===== config.mk =====
export PLATFORM = sky130hd
export DESIGN_NAME = led_chaser_with_tilt_sleep
export DESIGN_NICKNAME = d
export VERILOG_FILES = /design/src/hdl/lcts_pkg.sv /design/src/hdl/lcts_core.sv /design/src/hdl/led_chaser_with_tilt_sleep.sv
export SDC_FILE = /design/constraint.sdc
export NUM_CORES = 1
export LEC_CHECK = 0
export CAP_MARGIN = 25
export CELL_PAD_IN_SITES_DETAIL_PLACEMENT = 0
export CELL_PAD_IN_SITES_GLOBAL_PLACEMENT = 2
export CORE_ASPECT_RATIO = 0.7
export CORE_MARGIN = 3
export CORE_UTILIZATION = 39
export CTS_CLUSTER_SIZE = 24
export DETAILED_ROUTE_END_ITERATION = 10
export DONT_BUFFER_PORTS = 1
export GPL_TIMING_DRIVEN = 0
export PLACE_DENSITY = 0.8
export SKIP_CTS_REPAIR_TIMING = 1
export SLEW_MARGIN = 20
export SYNTH_ARGS = -nofsm -noshare
export SYNTH_HDL_FRONTEND = slang
export SYNTH_SLANG_ARGS = --single-unit

===== constraint.sdc =====
create_clock -name clk -period 11 [get_ports clk]
set_clock_uncertainty 0.2 [all_clocks]
set_input_delay 2.2 -clock clk [delete_from_list [all_inputs] [get_ports clk]]
set_output_delay 2.2 -clock clk [all_outputs]
set_load 0.05 [all_outputs]

===== src/hdl/lcts_pkg.sv =====
`default_nettype none
package lcts_pkg;

  localparam int CFG_INDEX_BITS = 4;
  localparam int CFG_DATA_BITS  = 16;
  localparam int LED_OUT_BITS   = 5;

  typedef logic [CFG_INDEX_BITS-1:0] cfg_index_t;

  localparam cfg_index_t REG_DEBOUNCE     = 4'd0;
  localparam cfg_index_t REG_STARTUP      = 4'd1;
  localparam cfg_index_t REG_SLEEP_DELAY  = 4'd2;
  localparam cfg_index_t REG_IDLE_TIMEOUT = 4'd3;
  localparam cfg_index_t REG_FLASH_LIMIT  = 4'd4;
  localparam cfg_index_t REG_RUN_MIN      = 4'd5;
  localparam cfg_index_t REG_RUN_MAX      = 4'd6;
  localparam cfg_index_t REG_RUN_START    = 4'd7;

  localparam logic [15:0] RST_DEBOUNCE     = 16'd500;
  localparam logic [15:0] RST_STARTUP      = 16'd5000;
  localparam logic [15:0] RST_SLEEP_DELAY  = 16'd1000;
  localparam logic [15:0] RST_IDLE_TIMEOUT = 16'd20000;
  localparam logic [7:0]  RST_FLASH_LIMIT  = 8'd20;
  localparam logic [7:0]  RST_RUN_MIN      = 8'd20;
  localparam logic [7:0]  RST_RUN_MAX      = 8'd70;
  localparam logic [7:0]  RST_RUN_START    = 8'd55;
  localparam logic [7:0]  RST_RUN_PERIOD   = 8'd50;

  typedef struct packed {
    logic [15:0] debounce_ms;
    logic [15:0] startup_ms;
    logic [15:0] sleep_delay_ms;
    logic [15:0] idle_timeout_ms;
    logic [7:0]  flash_cycle_limit;
    logic [7:0]  run_min_period;
    logic [7:0]  run_max_period;
    logic [7:0]  run_start_period;
  } cfg_t;

  typedef struct packed {
    logic [LED_OUT_BITS-1:0] led_pattern;
    logic                    asleep;
    logic                    flash_active;
  } res_t;

endpackage
`default_nettype wire


===== src/hdl/lcts_core.sv =====
`default_nettype none
module lcts_core #(
  parameter int LED_COUNT    = 5,
  parameter int FLASH_PERIOD = 20,
  parameter int TIME_BITS    = 32
) (
  input  wire logic          clk,
  input  wire logic          rst_n,
  input  wire logic          en,
  input  wire logic          raw,
  input  lcts_pkg::cfg_t     cfg,
  output lcts_pkg::res_t     res
);
  import lcts_pkg::*;

  localparam int PW = $clog2(LED_COUNT);

  logic [TIME_BITS-1:0] now_r, now_nxt;
  logic [TIME_BITS-1:0] last_change_r, last_change_nxt;
  logic [TIME_BITS-1:0] run_last_r, run_last_nxt;
  logic [TIME_BITS-1:0] flash_last_r, flash_last_nxt;
  logic                 last_raw_r, last_raw_nxt;
  logic                 stable_r, stable_nxt;
  logic                 sleeping_r, sleeping_nxt;
  logic                 level_at_sleep_r, level_at_sleep_nxt;
  logic                 active_valid_r, active_valid_nxt;
  logic                 active_flash_r, active_flash_nxt;
  logic [PW-1:0]        run_pos_r, run_pos_nxt;
  logic                 run_dir_down_r, run_dir_down_nxt;
  logic [7:0]           run_cycles_r, run_cycles_nxt;
  logic [7:0]           run_period_r, run_period_nxt;
  logic                 run_ramp_up_r, run_ramp_up_nxt;
  logic                 flash_phase_r, flash_phase_nxt;
  logic [7:0]           flash_cycles_r, flash_cycles_nxt;
  logic [LED_COUNT-1:0] led_r, led_nxt;

  logic [TIME_BITS-1:0] elapsed_change;
  logic [TIME_BITS-1:0] elapsed_run;
  logic [TIME_BITS-1:0] elapsed_flash;
  logic [7:0]           led_wide;

  assign elapsed_change = now_r - last_change_r;
  assign elapsed_run    = now_r - run_last_r;
  assign elapsed_flash  = now_r - flash_last_r;

  always_comb begin
    logic                 want_flash;
    logic                 sleep_now;
    logic [TIME_BITS-1:0] since_change;
    logic signed [9:0]    period_step;
    now_nxt            = now_r;
    last_change_nxt    = last_change_r;
    run_last_nxt       = run_last_r;
    flash_last_nxt     = flash_last_r;
    last_raw_nxt       = last_raw_r;
    stable_nxt         = stable_r;
    sleeping_nxt       = sleeping_r;
    level_at_sleep_nxt = level_at_sleep_r;
    active_valid_nxt   = active_valid_r;
    active_flash_nxt   = active_flash_r;
    run_pos_nxt        = run_pos_r;
    run_dir_down_nxt   = run_dir_down_r;
    run_cycles_nxt     = run_cycles_r;
    run_period_nxt     = run_period_r;
    run_ramp_up_nxt    = run_ramp_up_r;
    flash_phase_nxt    = flash_phase_r;
    flash_cycles_nxt   = flash_cycles_r;
    led_nxt            = led_r;
    want_flash         = 1'b0;
    sleep_now          = 1'b0;
    since_change       = '0;
    period_step        = '0;
    if (sleeping_r) begin
      if (raw != level_at_sleep_r) begin
        last_change_nxt = now_r;
        last_raw_nxt    = raw;
        stable_nxt      = raw;
        sleeping_nxt    = 1'b0;
      end
    end else begin
      if (last_raw_r != raw) begin
        last_change_nxt = now_r;
        last_raw_nxt    = raw;
        since_change    = '0;
      end else begin
        since_change = elapsed_change;
        if (elapsed_change > TIME_BITS'(cfg.debounce_ms)) begin
          stable_nxt = last_raw_r;
        end
      end
      sleep_now = (now_r > TIME_BITS'(cfg.startup_ms)) &&
                  ((stable_nxt && (since_change > TIME_BITS'(cfg.sleep_delay_ms))) ||
                   (since_change > TIME_BITS'(cfg.idle_timeout_ms)));
      if (sleep_now) begin
        led_nxt            = '0;
        sleeping_nxt       = 1'b1;
        level_at_sleep_nxt = raw;
      end else begin
        want_flash = (now_r >= TIME_BITS'(cfg.startup_ms)) && stable_nxt;
        if (!active_valid_r || (active_flash_r != want_flash)) begin
          led_nxt          = '0;
          active_valid_nxt = 1'b1;
          active_flash_nxt = want_flash;
          if (want_flash) begin
            flash_phase_nxt  = 1'b0;
            flash_cycles_nxt = '0;
          end else begin
            run_pos_nxt    = '0;
            run_cycles_nxt = '0;
            run_period_nxt = cfg.run_start_period;
          end
        end
        if (want_flash) begin
          if (elapsed_flash > TIME_BITS'(FLASH_PERIOD)) begin
            if (flash_phase_nxt) begin
              flash_phase_nxt  = 1'b0;
              flash_cycles_nxt = flash_cycles_nxt + 8'd1;
            end else begin
              flash_phase_nxt = 1'b1;
            end
            flash_last_nxt = now_r;
            led_nxt        = flash_phase_nxt ? '1 : '0;
          end
          if (flash_cycles_nxt == cfg.flash_cycle_limit) begin
            led_nxt            = '0;
            sleeping_nxt       = 1'b1;
            level_at_sleep_nxt = raw;
          end
        end else if (elapsed_run > TIME_BITS'(run_period_nxt)) begin
          led_nxt[run_pos_nxt] = 1'b0;
          if (run_dir_down_r) begin
            if (run_pos_nxt == '0) begin
              run_pos_nxt    = PW'(LED_COUNT - 1);
              run_cycles_nxt = run_cycles_nxt + 8'd1;
            end else begin
              run_pos_nxt = run_pos_nxt - PW'(1);
            end
          end else begin
            if (run_pos_nxt == PW'(LED_COUNT - 1)) begin
              run_pos_nxt    = '0;
              run_cycles_nxt = run_cycles_nxt + 8'd1;
            end else begin
              run_pos_nxt = run_pos_nxt + PW'(1);
            end
          end
          run_last_nxt         = now_r;
          led_nxt[run_pos_nxt] = 1'b1;
          period_step = $signed({2'b00, run_period_nxt}) +
                        (run_ramp_up_r ? 10'sd1 : -10'sd1);
          if (period_step < $signed({2'b00, cfg.run_min_period})) begin
            run_ramp_up_nxt = 1'b1;
            period_step     = $signed({2'b00, cfg.run_min_period});
          end else if (period_step > $signed({2'b00, cfg.run_max_period})) begin
            period_step      = $signed({2'b00, cfg.run_max_period});
            run_ramp_up_nxt  = 1'b0;
            run_dir_down_nxt = ~run_dir_down_r;
          end
          run_period_nxt = period_step[7:0];
        end
      end
      now_nxt = now_r + TIME_BITS'(1);
    end
  end

  assign led_wide         = 8'(led_nxt);
  assign res.led_pattern  = led_wide[LED_OUT_BITS-1:0];
  assign res.asleep       = sleeping_nxt;
  assign res.flash_active = active_valid_nxt & active_flash_nxt;

  always_ff @(posedge clk) begin
    if (!rst_n) begin
      now_r            <= '0;
      last_change_r    <= '0;
      run_last_r       <= '0;
      flash_last_r     <= '0;
      last_raw_r       <= 1'b0;
      stable_r         <= 1'b0;
      sleeping_r       <= 1'b0;
      level_at_sleep_r <= 1'b0;
      active_valid_r   <= 1'b0;
      active_flash_r   <= 1'b0;
      run_pos_r        <= '0;
      run_dir_down_r   <= 1'b0;
      run_cycles_r     <= '0;
      run_period_r     <= RST_RUN_PERIOD;
      run_ramp_up_r    <= 1'b0;
      flash_phase_r    <= 1'b0;
      flash_cycles_r   <= '0;
      led_r            <= '0;
    end else if (en) begin
      now_r            <= now_nxt;
      last_change_r    <= last_change_nxt;
      run_last_r       <= run_last_nxt;
      flash_last_r     <= flash_last_nxt;
      last_raw_r       <= last_raw_nxt;
      stable_r         <= stable_nxt;
      sleeping_r       <= sleeping_nxt;
      level_at_sleep_r <= level_at_sleep_nxt;
      active_valid_r   <= active_valid_nxt;
      active_flash_r   <= active_flash_nxt;
      run_pos_r        <= run_pos_nxt;
      run_dir_down_r   <= run_dir_down_nxt;
      run_cycles_r     <= run_cycles_nxt;
      run_period_r     <= run_period_nxt;
      run_ramp_up_r    <= run_ramp_up_nxt;
      flash_phase_r    <= flash_phase_nxt;
      flash_cycles_r   <= flash_cycles_nxt;
      led_r            <= led_nxt;
    end
  end

endmodule
`default_nettype wire


===== src/hdl/led_chaser_with_tilt_sleep.sv =====
`default_nettype none
// LED chaser with tilt-sensor sleep. Each input item is one millisecond tick with the raw
// sensor level, and each one yields exactly one result item with the LED pattern, the sleep
// flag and the flash flag after that tick. An item is captured in an input register and its
// whole state update is done in one pass into the result register, so the block takes one
// item per clock and its result is valid on the outputs after the input and result registers;
// the only limit is the result register, which holds while out_stall is high. Configuration
// writes take effect at once and are meant to be made while no item is in flight.
module led_chaser_with_tilt_sleep #(
  parameter int LED_COUNT    = 5,
  parameter int FLASH_PERIOD = 20,
  parameter int TIME_BITS    = 32
) (
  input  wire logic                               clk,
  input  wire logic                               rst_n,
  input  wire logic                               in_valid,
  output logic                                    in_stall,
  input  wire logic                               in_sensor_raw,
  output logic                                    out_valid,
  input  wire logic                               out_stall,
  output logic [lcts_pkg::LED_OUT_BITS-1:0]       out_led_pattern,
  output logic                                    out_asleep,
  output logic                                    out_flash_active,
  input  wire logic                               cfg_we,
  input  wire logic [lcts_pkg::CFG_INDEX_BITS-1:0] cfg_index,
  input  wire logic [lcts_pkg::CFG_DATA_BITS-1:0]  cfg_wdata
);
  import lcts_pkg::*;

  cfg_t cfg_r;
  res_t res;
  logic in_valid_r;
  logic in_raw_r;
  logic advance;

  assign advance  = in_valid_r && (!out_valid || !out_stall);
  assign in_stall = in_valid_r && !advance;

  always_ff @(posedge clk) begin
    if (!rst_n) begin
      cfg_r.debounce_ms       <= RST_DEBOUNCE;
      cfg_r.startup_ms        <= RST_STARTUP;
      cfg_r.sleep_delay_ms    <= RST_SLEEP_DELAY;
      cfg_r.idle_timeout_ms   <= RST_IDLE_TIMEOUT;
      cfg_r.flash_cycle_limit <= RST_FLASH_LIMIT;
      cfg_r.run_min_period    <= RST_RUN_MIN;
      cfg_r.run_max_period    <= RST_RUN_MAX;
      cfg_r.run_start_period  <= RST_RUN_START;
    end else if (cfg_we) begin
      unique case (cfg_index)
        REG_DEBOUNCE:     cfg_r.debounce_ms       <= cfg_wdata;
        REG_STARTUP:      cfg_r.startup_ms        <= cfg_wdata;
        REG_SLEEP_DELAY:  cfg_r.sleep_delay_ms    <= cfg_wdata;
        REG_IDLE_TIMEOUT: cfg_r.idle_timeout_ms   <= cfg_wdata;
        REG_FLASH_LIMIT:  cfg_r.flash_cycle_limit <= cfg_wdata[7:0];
        REG_RUN_MIN:      cfg_r.run_min_period    <= cfg_wdata[7:0];
        REG_RUN_MAX:      cfg_r.run_max_period    <= cfg_wdata[7:0];
        REG_RUN_START:    cfg_r.run_start_period  <= cfg_wdata[7:0];
        default: begin
        end
      endcase
    end
  end

  always_ff @(posedge clk) begin
    if (!rst_n) begin
      in_valid_r <= 1'b0;
    end else if (!in_stall) begin
      in_valid_r <= in_valid;
    end
  end

  always_ff @(posedge clk) begin
    if (!in_stall && in_valid) begin
      in_raw_r <= in_sensor_raw;
    end
  end

  lcts_core #(
    .LED_COUNT    (LED_COUNT),
    .FLASH_PERIOD (FLASH_PERIOD),
    .TIME_BITS    (TIME_BITS)
  ) u_core (
    .clk   (clk),
    .rst_n (rst_n),
    .en    (advance),
    .raw   (in_raw_r),
    .cfg   (cfg_r),
    .res   (res)
  );

  always_ff @(posedge clk) begin
    if (!rst_n) begin
      out_valid <= 1'b0;
    end else if (!out_valid || !out_stall) begin
      out_valid <= advance;
    end
  end

  always_ff @(posedge clk) begin
    if (advance) begin
      out_led_pattern  <= res.led_pattern;
      out_asleep       <= res.asleep;
      out_flash_active <= res.flash_active;
    end
  end

  a_sleep_dark: assert property (@(posedge clk) disable iff (!rst_n)
    out_valid && out_asleep |-> out_led_pattern == '0)
    else $error("LEDs lit while asleep");

  a_run_single: assert property (@(posedge clk) disable iff (!rst_n)
    out_valid && !out_asleep && !out_flash_active |-> $onehot0(out_led_pattern))
    else $error("more than one LED lit in run animation");

  a_result_follows: assert property (@(posedge clk) disable iff (!rst_n)
    advance |=> out_valid)
    else $error("item processed without a result");

endmodule
`default_nettype wire


==> flow_summary_export.csv <==
group,metric,value,unit
sta,worst_pin_slew,1.08,ns
synthesis,yosysTopAreaCell,"dfxtp_1",
setup_path,start_kind,"flip-flop",
clock_tree,clock_latency,0.59,ns
route,ant_nets,0,
setup_path,cp_data_arrival_time,10.70,ns
floorplan,ios,35,
clock_tree,cts.clk_slew.worst_paths,0.06,ns
synthesis,yosysWarnings,0,
pwr,irDropWorstVdd,127,uV
synthesis,ys_top_cells_by_area,"dfxtp_1 (26%), ha_1 (12%), nand2_1 (8.7%)",
synthesis,yosysSeqAreaShare,27.7,%
pwr,combPwrFrac,27.2,%
setup_path,crit_path_end_kind,"flip-flop",
placed_design,io_buffers,0,
sta,fin_crit,10.44,ns
setup_path,worstPathMaxFanout,10,
synthesis,netlist_instances,2627,
synthesis,synth_area,19600,um2
route,avgRoutedWirePerCell,20.0,um
floorplan,die_area,53100,um2
sta,hold_viol,0,
placed_design,place_congestion,0.899,
route,via_per_inst,5.58,
route,drtIter0Drc,1303,
route,dr.pass1.iters,5,
global_routing,gr-usage-all-layers,24.6,%
floorplan,placement_rows,68,
global_routing,grt-ovfl-total,0,
route,drc,0,
synthesis,post-synth-top-area-fraction,26.4,%
layout,drive_gt1_share,4.73,%
layout,fin_util,43.5,%
setup_path,slowest_stage,"or4_1",
synthesis,synth_seq_cells,267,
pwr,power.density,133,nW/um2
global_routing,grt_pass1_wl,103,mm
worst_hold_path,hp-class,"flip-flop to flip-flop",
setup_path,required,11.27,ns
setup_path,cp_top_family,"compound AO/OA/AOI/OAI gates",
synthesis,ys.flop_type,"dfxtp_1",
clock_tree,cts_tree,"built",
sta,rsz0062_at_grt,"false",
placed_design,dpl.hpwl,53.1,mm
run,cap_violations,0,
sta,slew_headroom,28.1,%
global_routing,grt_pass1_vias,17400,
layout,multi_input_area,12900,um2
setup_path,r2r_cells,40,
synthesis,syn_nets,2850,
sta,finalCritPeriodShare,94.9,%
global_routing,antenna_found_initial,0,
floorplan,core,49500,um2
sta,finalSetupViolations,0,
synthesis,avgSynthCellArea,7.47,um2
layout,fillers,5139,
pwr,leakagePower,8.80,nW
floorplan,die_h,194,um
pwr,internal_power,1.90,mW
sta,slew_violations,0,
setup_path,cpPeakStageDelay,0.82,ns
sta,max_freq,95.8,MHz
clock_tree,htree_levels,1,
pwr,p_sw,966,uW
setup_path,worstSetupPathType,"flip-flop to flip-flop",
synthesis,synth_edf_count,8,
clock_tree,clockBufferDepth,3,
layout,area_growth,9.73,%
clock_tree,clockRootBuffer,"clkbuf_16",
synthesis,netlist-cell-type-count,105,
clock_tree,cts.sinks,267,
pwr,power,2.87,mW
pwr,sw_frac_of_total,33.7,%
floorplan,start_util,39.6,%
setup_path,cp.depth,40,
global_routing,grt_max_degree,17,
pwr,clkPwrFrac,37.4,%
clock_tree,cts-buffers-inserted,30,
layout,finalNetCount,2884,
outcome,status,"finished clean",
pwr,seq_power_share,35.4,%
layout,ff_latch_area,5430,um2
setup_path,crit_buf_inv,8,
floorplan,die_width,274,um
synthesis,synth-async-reset-ratio,0,%
worst_hold_path,min_path_cells,2,
route,wl,66.8,mm
route,via_count,18700,
-- power groups by stage --
stage / Sequential (mW) / Combinational, mW / Clock, mW
finish: 1.02 / 0.780 / 1.07
global route: 1.02 / 0.847 / 1.13
CTS: 1.01 / 0.757 / 1.10
detailed placement: 1.04 / 0.752 / 0
global placement: 1.04 / 0.749 / 0
floorplan: 1.03 / 0.534 / 0
-- flip-flops by register name (all words and copies together), names as in the netlist, 3 cells and up --
| name | flops |
|---|---|
| out_led_pattern | 5 |
| u_core.led_r | 5 |
| u_core.run_period_r | 8 |
| u_core.run_last_r | 32 |
| u_core.now_r | 32 |
| u_core.flash_cycles_r | 8 |
| u_core.run_pos_r | 3 |
| u_core.flash_last_r | 32 |
| cfg_r | 96 |
| u_core.last_change_r | 32 |
-- cells by family (layout without fill, tap and decap cells) --
group	after synthesis	after routing	share of synthesized area, %
AO/OA/AOI/OAI	707	707	22.6
other	0	1	0
adder cells (fa/ha/maj)	197	197	12.7
flip-flops	267	267	27.7
AND/OR/NAND/NOR	961	961	22.7
multiplexers	70	70	3.74
XOR/XNOR	87	87	3.88
buffers and inverters	338	394	6.70
-- worst paths after layout --
path / from / to / slack (ns)
setup / recovery: u_core.now_r[0] / u_core.run_period_r[4] / 0.56
hold / removal: u_core.run_last_r[27] / u_core.run_last_r[27] / 0.25
setup reg to reg: u_core.now_r[0] / u_core.run_period_r[4] / 0.56
hold reg to reg: u_core.run_last_r[27] / u_core.run_last_r[27] / 0.25
-- Yosys cell counts, drive strengths merged, types with 10 or more instances --
library cell / instances
and3: 23
o31ai: 10
clkbuf: 100
nor4: 21
nand3: 60
nor3: 30
a211oi: 15
ha: 193
a21o: 43
a21boi: 10
nor2: 174
dfxtp: 259
a21oi: 292
o21a: 33
buf: 11
mux2: 16
xor2: 43
o21bai: 18
nand2: 455
or3: 13
nand2b: 27
o211ai: 44
a31oi: 30
mux2i: 53
and2: 28
nor2b: 30
inv: 225
nor3b: 11
nand4: 42
o21ai: 116
xnor2: 44
-- per-layer routing --
metal / vias to the layer above / routed length [um] / part of all wire (%) / track usage, %
li1: 9318 / - / - / -
met1: 8808 / 36200 / 54 / 40.1
met2: 488 / 25100 / 38 / 33.1
met3: 88 / 4110 / 6.2 / 4.17
met4: 0 / 1390 / 2.1 / 4.83
met5: - / 0 / 0 / 0
-- metrics by stage --
| step | hold slack (ns) | cell area [um2] | TNS, ns | std cells | setup slack (ns) |
|---|---|---|---|---|---|
| 2_1_floorplan | 0.232 | 19600 | 0 | 2627 | 2.98 |
| 3_3_place_gp | 0.237 | 20500 | -9.25 | 3292 | -0.373 |
| 3_5_place_dp | 0.245 | 20500 | -7.32 | 3293 | -0.351 |
| 4_1_cts | 0.255 | 21500 | -9.00 | 3347 | -0.389 |
| 5_1_grt | 0.268 | 21500 | 0 | 3348 | 0.00708 |
| 6_report | 0.253 | 21500 | 0 | 3349 | 0.565 |
-- placed cells by master, fill, tap and decap left out, drive strengths merged, types with 44 or more instances in the layout --
master  Yosys  final
a21oi     292    292
clkbuf    100    146
dfxtp     259    259
ha        193    193
inv       225    226
mux2i      53     53
nand2     455    455
nand3      60     60
nor2      174    174
o211ai     44     44
o21ai     116    116
xnor2      44     44
-- cell type report --
class	instances	area share [%]
Timing Repair Buffer	3	0.139
Multi-Input combinational cell	2022	59.9
Antenna cell	1	0.0116
Buffer	111	2.16
Sequential cell	267	25.2
Tap cell	665	3.86
Clock inverter	8	0.488
Clock buffer	46	4.34
Inverter	226	3.94
-- worst register-to-register path: cells and delay by family, from the launching register on --
family                     cells  cell delay, ns
AOI/OAI and AO/OA             14            3.31
xor gates and xnor gates       1            0.21
adders and majority gates      4            1.23
buffers and inverters          8            1.49
DFF                            1            0.41
muxes                          2            0.72
and+or+nand+nor               11            2.74
No activity file was read; power rests on OpenSTA's default activity.
